**src/rtl/qicp_pkg.sv**
```systemverilog
// shared types and codes for the identification and configuration phase checker
`timescale 1ns / 1ps

package qicp_pkg;

  // request kinds carried on the input tuser
  typedef enum logic [1:0] {
    REQ_ENTER    = 2'd0,
    REQ_TICK     = 2'd1,
    REQ_START    = 2'd2,
    REQ_COMPLETE = 2'd3
  } req_t;

  // event codes reported with every result item
  typedef enum logic [2:0] {
    EV_NONE       = 3'd0,
    EV_TIMEOUT    = 3'd1,
    EV_EPT        = 3'd2,
    EV_UNEXPECTED = 3'd3,
    EV_WRONG      = 3'd4,
    EV_CONFIG_OK  = 3'd5
  } event_t;

  // packet header codes
  localparam logic [7:0] HDR_ID      = 8'h71;
  localparam logic [7:0] HDR_EXT_ID  = 8'h81;
  localparam logic [7:0] HDR_CONFIG  = 8'h51;
  localparam logic [7:0] HDR_EPT     = 8'h02;
  localparam logic [7:0] HDR_HOLDOFF = 8'h06;

  // configuration register indexes
  localparam logic [2:0] CFG_FIRST_PACKET_TIMEOUT = 3'd0;
  localparam logic [2:0] CFG_RECONFIG_TIMEOUT     = 3'd1;
  localparam logic [2:0] CFG_PACKET_MAX_TIME      = 3'd2;
  localparam logic [2:0] CFG_CONFIG_PHASE_TIMEOUT = 3'd3;
  localparam logic [2:0] CFG_HOLDOFF_MIN          = 3'd4;
  localparam logic [2:0] CFG_HOLDOFF_MAX          = 3'd5;

  // register reset values
  localparam logic [15:0] FIRST_PACKET_TIMEOUT_RST = 16'd41;
  localparam logic [15:0] RECONFIG_TIMEOUT_RST     = 16'd191;
  localparam logic [15:0] PACKET_MAX_TIME_RST      = 16'd170;
  localparam logic [15:0] CONFIG_PHASE_TIMEOUT_RST = 16'd1000;
  localparam logic [7:0]  HOLDOFF_MIN_RST          = 8'd5;
  localparam logic [7:0]  HOLDOFF_MAX_RST          = 8'd205;

  // configuration register set
  typedef struct packed {
    logic [15:0] first_packet_timeout;
    logic [15:0] reconfig_timeout;
    logic [15:0] packet_max_time;
    logic [15:0] config_phase_timeout;
    logic [7:0]  holdoff_min;
    logic [7:0]  holdoff_max;
  } cfg_t;

  // one input item
  typedef struct packed {
    req_t       req_type;
    logic [7:0] header_byte;
    logic [7:0] first_payload;
    logic       reconfigure_entry;
    logic       extended_id_flag;
    logic [7:0] expected_opt_count;
  } item_t;

  // one result item
  typedef struct packed {
    event_t     event_code;
    logic [7:0] event_param;
    logic       holdoff_write;
    logic [7:0] holdoff_value;
  } res_t;

endpackage

```
**src/rtl/qicp_step.sv**
```systemverilog
// phase state, timers and the per-item decision logic
`timescale 1ns / 1ps

module qicp_step import qicp_pkg::*; (
  input  logic  clk,
  input  logic  rst,
  input  logic  en,
  input  item_t item,
  input  cfg_t  cfg,
  output res_t  res
);

  logic [7:0]  expected_header, expected_header_next;
  logic        in_id_stage, in_id_stage_next;
  logic        awaiting_first_id, awaiting_first_id_next;
  logic [7:0]  opt_packet_count, opt_packet_count_next;
  logic [15:0] timer_one_count, timer_one_count_next;
  logic        timer_one_running, timer_one_running_next;
  logic [15:0] timer_two_count, timer_two_count_next;
  logic        timer_two_running, timer_two_running_next;

  logic [15:0] t1_dec, t2_dec;
  logic        expired;
  logic        holdoff_bad;
  logic [7:0]  count_inc;

  // tick decrements running timers that are not yet at zero
  always_comb begin
    t1_dec = timer_one_count;
    t2_dec = timer_two_count;
    if (item.req_type == REQ_TICK && timer_one_running && timer_one_count != 16'd0) begin
      t1_dec = timer_one_count - 16'd1;
    end
    if (item.req_type == REQ_TICK && timer_two_running && timer_two_count != 16'd0) begin
      t2_dec = timer_two_count - 16'd1;
    end
  end

  assign expired     = (timer_one_running && t1_dec == 16'd0) ||
                       (timer_two_running && t2_dec == 16'd0);
  assign holdoff_bad = (item.first_payload < cfg.holdoff_min) ||
                       (item.first_payload > cfg.holdoff_max);
  assign count_inc   = opt_packet_count + 8'd1;

  // next state and result for the current item
  always_comb begin
    expected_header_next   = expected_header;
    in_id_stage_next       = in_id_stage;
    awaiting_first_id_next = awaiting_first_id;
    opt_packet_count_next  = opt_packet_count;
    timer_one_count_next   = timer_one_count;
    timer_one_running_next = timer_one_running;
    timer_two_count_next   = timer_two_count;
    timer_two_running_next = timer_two_running;
    res = '{event_code: EV_NONE, event_param: 8'd0, holdoff_write: 1'b0, holdoff_value: 8'd0};

    if (item.req_type == REQ_ENTER) begin
      opt_packet_count_next  = 8'd0;
      timer_one_running_next = 1'b1;
      if (item.reconfigure_entry) begin
        awaiting_first_id_next = 1'b0;
        in_id_stage_next       = 1'b0;
        timer_one_count_next   = cfg.reconfig_timeout;
      end else begin
        timer_one_count_next   = cfg.first_packet_timeout;
        awaiting_first_id_next = 1'b1;
        in_id_stage_next       = 1'b1;
        expected_header_next   = HDR_ID;
        res.holdoff_write      = 1'b1;
        res.holdoff_value      = cfg.holdoff_min;
      end
    end else begin
      timer_one_count_next = t1_dec;
      timer_two_count_next = t2_dec;
      if (expired) begin
        res.event_code = EV_TIMEOUT;
      end else if (item.req_type != REQ_TICK) begin
        // first identification packet arms the packet and phase timers
        if (awaiting_first_id && item.header_byte == HDR_ID) begin
          timer_two_count_next   = cfg.packet_max_time;
          timer_two_running_next = 1'b1;
          awaiting_first_id_next = 1'b0;
          timer_one_count_next   = cfg.config_phase_timeout;
          timer_one_running_next = 1'b1;
        end
        if (item.req_type == REQ_COMPLETE) begin
          timer_two_count_next   = cfg.reconfig_timeout;
          timer_two_running_next = 1'b1;
          priority if (item.header_byte == HDR_EPT) begin
            res.event_code  = EV_EPT;
            res.event_param = item.first_payload;
          end else if (in_id_stage) begin
            // identification stage: headers must come in order
            if (item.header_byte != expected_header) begin
              res.event_code = EV_UNEXPECTED;
            end else if (item.header_byte == HDR_ID) begin
              if (item.extended_id_flag) begin
                expected_header_next = HDR_EXT_ID;
              end else begin
                in_id_stage_next = 1'b0;
              end
            end else if (item.header_byte == HDR_EXT_ID) begin
              in_id_stage_next       = 1'b0;
              timer_one_count_next   = cfg.config_phase_timeout;
              timer_one_running_next = 1'b1;
            end
          end else if (item.header_byte == HDR_HOLDOFF) begin
            if (holdoff_bad) begin
              res.event_code = EV_WRONG;
            end else begin
              opt_packet_count_next = count_inc;
              res.holdoff_write     = 1'b1;
              res.holdoff_value     = item.first_payload;
            end
          end else if (item.header_byte == HDR_CONFIG) begin
            timer_one_running_next = 1'b0;
            timer_one_count_next   = 16'd0;
            res.event_code = (item.expected_opt_count != opt_packet_count) ?
                             EV_WRONG : EV_CONFIG_OK;
          end else if (item.header_byte > HDR_HOLDOFF) begin
            opt_packet_count_next = count_inc;
          end
        end
      end
    end
  end

  // state update when the item moves to the result register
  always_ff @(posedge clk) begin
    if (rst) begin
      expected_header   <= HDR_ID;
      in_id_stage       <= 1'b0;
      awaiting_first_id <= 1'b0;
      opt_packet_count  <= 8'd0;
      timer_one_count   <= 16'd0;
      timer_one_running <= 1'b0;
      timer_two_count   <= 16'd0;
      timer_two_running <= 1'b0;
    end else if (en) begin
      expected_header   <= expected_header_next;
      in_id_stage       <= in_id_stage_next;
      awaiting_first_id <= awaiting_first_id_next;
      opt_packet_count  <= opt_packet_count_next;
      timer_one_count   <= timer_one_count_next;
      timer_one_running <= timer_one_running_next;
      timer_two_count   <= timer_two_count_next;
      timer_two_running <= timer_two_running_next;
    end
  end

endmodule
```
**config.mk**
```make
export PLATFORM = sky130hd
export DESIGN_NAME = qicp_step
export DESIGN_NICKNAME = d
export VERILOG_FILES = /design/src/rtl/qicp_pkg.sv /design/src/rtl/qicp_step.sv
export SDC_FILE = /design/constraint.sdc
export NUM_CORES = 1
export LEC_CHECK = 0
export ABC_CLOCK_PERIOD_IN_PS = 5490
export BUFFER_PORTS_ARGS = -buffer_cell sky130_fd_sc_hd__buf_4
export CORE_ASPECT_RATIO = 1.25
export CORE_UTILIZATION = 35
export DETAILED_ROUTE_END_ITERATION = 16
export MAX_ROUTING_LAYER = met4
export SYNTH_ARGS = -nofsm -noshare
export SYNTH_HDL_FRONTEND = slang
export SYNTH_SLANG_ARGS = --single-unit
```
**constraint.sdc**
```tcl
create_clock -name clk -period 5.49 [get_ports clk]
set_input_delay 0.8235 -clock clk [delete_from_list [all_inputs] [get_ports clk]]
set_output_delay 0.8235 -clock clk [all_outputs]
set_load 0.01 [all_outputs]
```
==> impl_metrics.json <==
{
  "critPathCaptureType": "output pin",
  "clockRootBuffer": "clkbuf_16",
  "first_global_vias": 5257,
  "status": "finished clean",
  "die-area_mm2": 0.0142,
  "yosys.area.top_type_share_pct": 19.2,
  "ys_ff_latch": 46,
  "ant_nets": 0,
  "drt_wl_total_um": 17100,
  "syn_area_per_cell_um2": 7.50,
  "whs_ns": 0.488,
  "rows": 47,
  "nets": 874,
  "pre_cts_ws_ns": 0.415,
  "clockBufferDepth": 2,
  "post-route-drc-count": 0,
  "hpwl_um": 13300,
  "power_w": 0.00106,
  "fp.dieH_um": 133,
  "hp-class": "reg2reg",
  "dieWidth_um": 107,
  "clk_pin_slew_ns": 0.07,
  "placed_area_mm2": 0.00585,
  "finalCritPeriodShare_pct": 93.7,
  "coreArea_mm2": 0.0133,
  "worstSkewPairLatency_ns": 0.30,
  "port_buffers": 130,
  "ys_top_cells_by_area": "dfxtp_1, mux2i_1, ha_1",
  "crit_arrival_ns": 4.32,
  "fin_ws_ns": 0.348,
  "post_cts_buffers": 0,
  "grt_start_max_net_pins": 29,
  "synth_area_mm2": 0.00479,
  "startpoint_type": "input port",
  "via_per_inst": 5.88,
  "maxCapViolCount": 0,
  "finalSetupTns_ns": 0,
  "seq_area_frac_synth_pct": 19.2,
  "crit_required_ns": 4.67,
  "ys.flop_type": "dfxtp_1",
  "drt-initial-drc-count": 331,
  "cts_hold_buf": 0,
  "crit_fanout": 12,
  "n_antenna_cell": 0,
  "setup_viol": 0,
  "hold_viol_final": 0,
  "fmax_ghz": 0.194,
  "ctsResizeCount": 0,
  "initial_utilization_pct": 36.0,
  "rsz0062_at_grt": "false",
  "yosysTopAreaCell": "dfxtp_1",
  "cts_tree": "done",
  "yosysWarnings": 0,
  "dr.pass1.iters": 5,
  "clkSinkCount": 46,
  "slew-limit-headroom_pct": 31.3,
  "async_flop_share_pct": 0,
  "synth_nets": 771,
  "antenna_found_initial": 0,
  "gr-usage-all-layers_pct": 24.6,
  "ir_drop_mv": 0.105,
  "final_common_cell": "buf_4",
  "grt_pass1_wl_um": 26600,
  "cts_made_buffers": 5,
  "gr-total-overflow": 0,
  "p_per_area_mw_per_mm2": 177,
  "area_delta_synth_final_pct": 25.4,
  "synth_edf_count": 0,
  "p_leak_nw": 2.39,
  "worst-setup-path-type": "in2out",
  "final.min_clock_period_ns": 5.14,
  "htreeDepth": 2,
  "fin_area_mm2": 0.00601,
  "wire_per_inst_um": 18.7,
  "layout-drive-gt1-share_pct": 23.1,
  "netlist_instances": 639,
  "tightest_slew_ns": 1.03,
  "finalMaxSlewViolations": 0,
  "gp_congestion": 0.888,
  "synthDistinctLibCells": 75,
  "dr_total_vias": 5371,
  "ios": 131,
  "final_cell_mix": "buf_4, nand2_1, nor2_1, dfxtp_1, a21oi_1",
  "finalClockSkew_ns": 0.00625
}
## cell usage after synthesis (10+ instances only)
master,n
nand2_1,52
xnor2_1,19
nor2_1,49
nand4_1,19
nor3_1,18
o21ai_0,22
mux2i_1,35
or3_1,10
and2_1,15
or4_1,10
inv_1,32
dfxtp_1,46
ha_1,21
a21oi_1,44
clkbuf_1,31
and3_1,13
nand3_1,17
nor4_1,14
## per-layer routing
metal / part of all wire [%] / vias up / GRT usage [%]
met2: 51 / 164 / 42.7
met1: 41 / 2560 / 28.5
met3: 5.1 / 34 / 3.40
li1: - / 2613 / -
met5: 0 / - / -
met4: 3.0 / 0 / 8.83
## logic make-up (layout without fill, tap and decap cells)
family | Yosys count | in the layout | synth area share (%)
DFF | 46 | 46 | 19.2
and+or+nand+nor | 265 | 265 | 31.0
buffers and inverters | 72 | 176 | 6.24
xor gates and xnor gates | 26 | 26 | 4.75
adders and majority gates | 21 | 21 | 5.49
AOI/OAI and AO/OA | 167 | 167 | 24.4
muxes | 42 | 42 | 8.96
## layout make-up
class                   count  area, µm²
fillers                  1364       7280
multi-input cells         521       3570
clock inverters             1       30.0
repair buffers            136       1020
inverters                  32        120
clock buffers               7        133
flip-flops and latches     46        921
well taps                 171        214
## critical path: stages
cell	delay, ns
buf_4	0.13
inv_1	0.14
ha_1	0.20
nand3b_1	0.12
or4_4	0.52
or4_1	0.50
xor2_1	0.19
o2111ai_1	0.13
or2_1	0.42
nand3_2	0.23
nor4_4	0.57
a22o_1	0.21
buf_4	0.12
## path summary, 6_finish.rpt
path	from	slack, ns	end	cells after the start
worst min-delay path	expected_header[7]$_SDFFE_PP0P_	0.49	expected_header[7]$_SDFFE_PP0P_	2
worst max-delay path	item[27]	0.35	res[7]	13
worst min register to register	expected_header[7]$_SDFFE_PP0P_	0.49	expected_header[7]$_SDFFE_PP0P_	2
worst max register to register	timer_two_count[0]$_SDFFE_PP0P_	1.41	timer_two_count[10]$_SDFFE_PP0P_	11
## state kept, by name, summed over array words and instances (netlist names)
signal and flops:
awaiting_first_id 1, expected_header 2, in_id_stage 1, opt_packet_count 8, timer_one_count 16, timer_one_running 1
timer_two_count 16, timer_two_running 1
## where the power goes
group          total [W]  switching (W)  leakage [nW]  internal, W
clock network   0.000360       0.000144        0.0781     0.000216
registers       0.000375      0.0000271         0.374     0.000348
logic           0.000328       0.000180          1.94     0.000148
## metrics by stage
| stage | std cells | utilization, % |
|---|---|---|
| floorplan | 639 | - |
| CTS | 914 | 45.2 |
| detailed placement | 906 | 44.0 |
| global placement | 906 | 44.0 |
| global route | 914 | 45.2 |
| finish | 914 | 45.2 |
(Power assumes the default switching activity.)
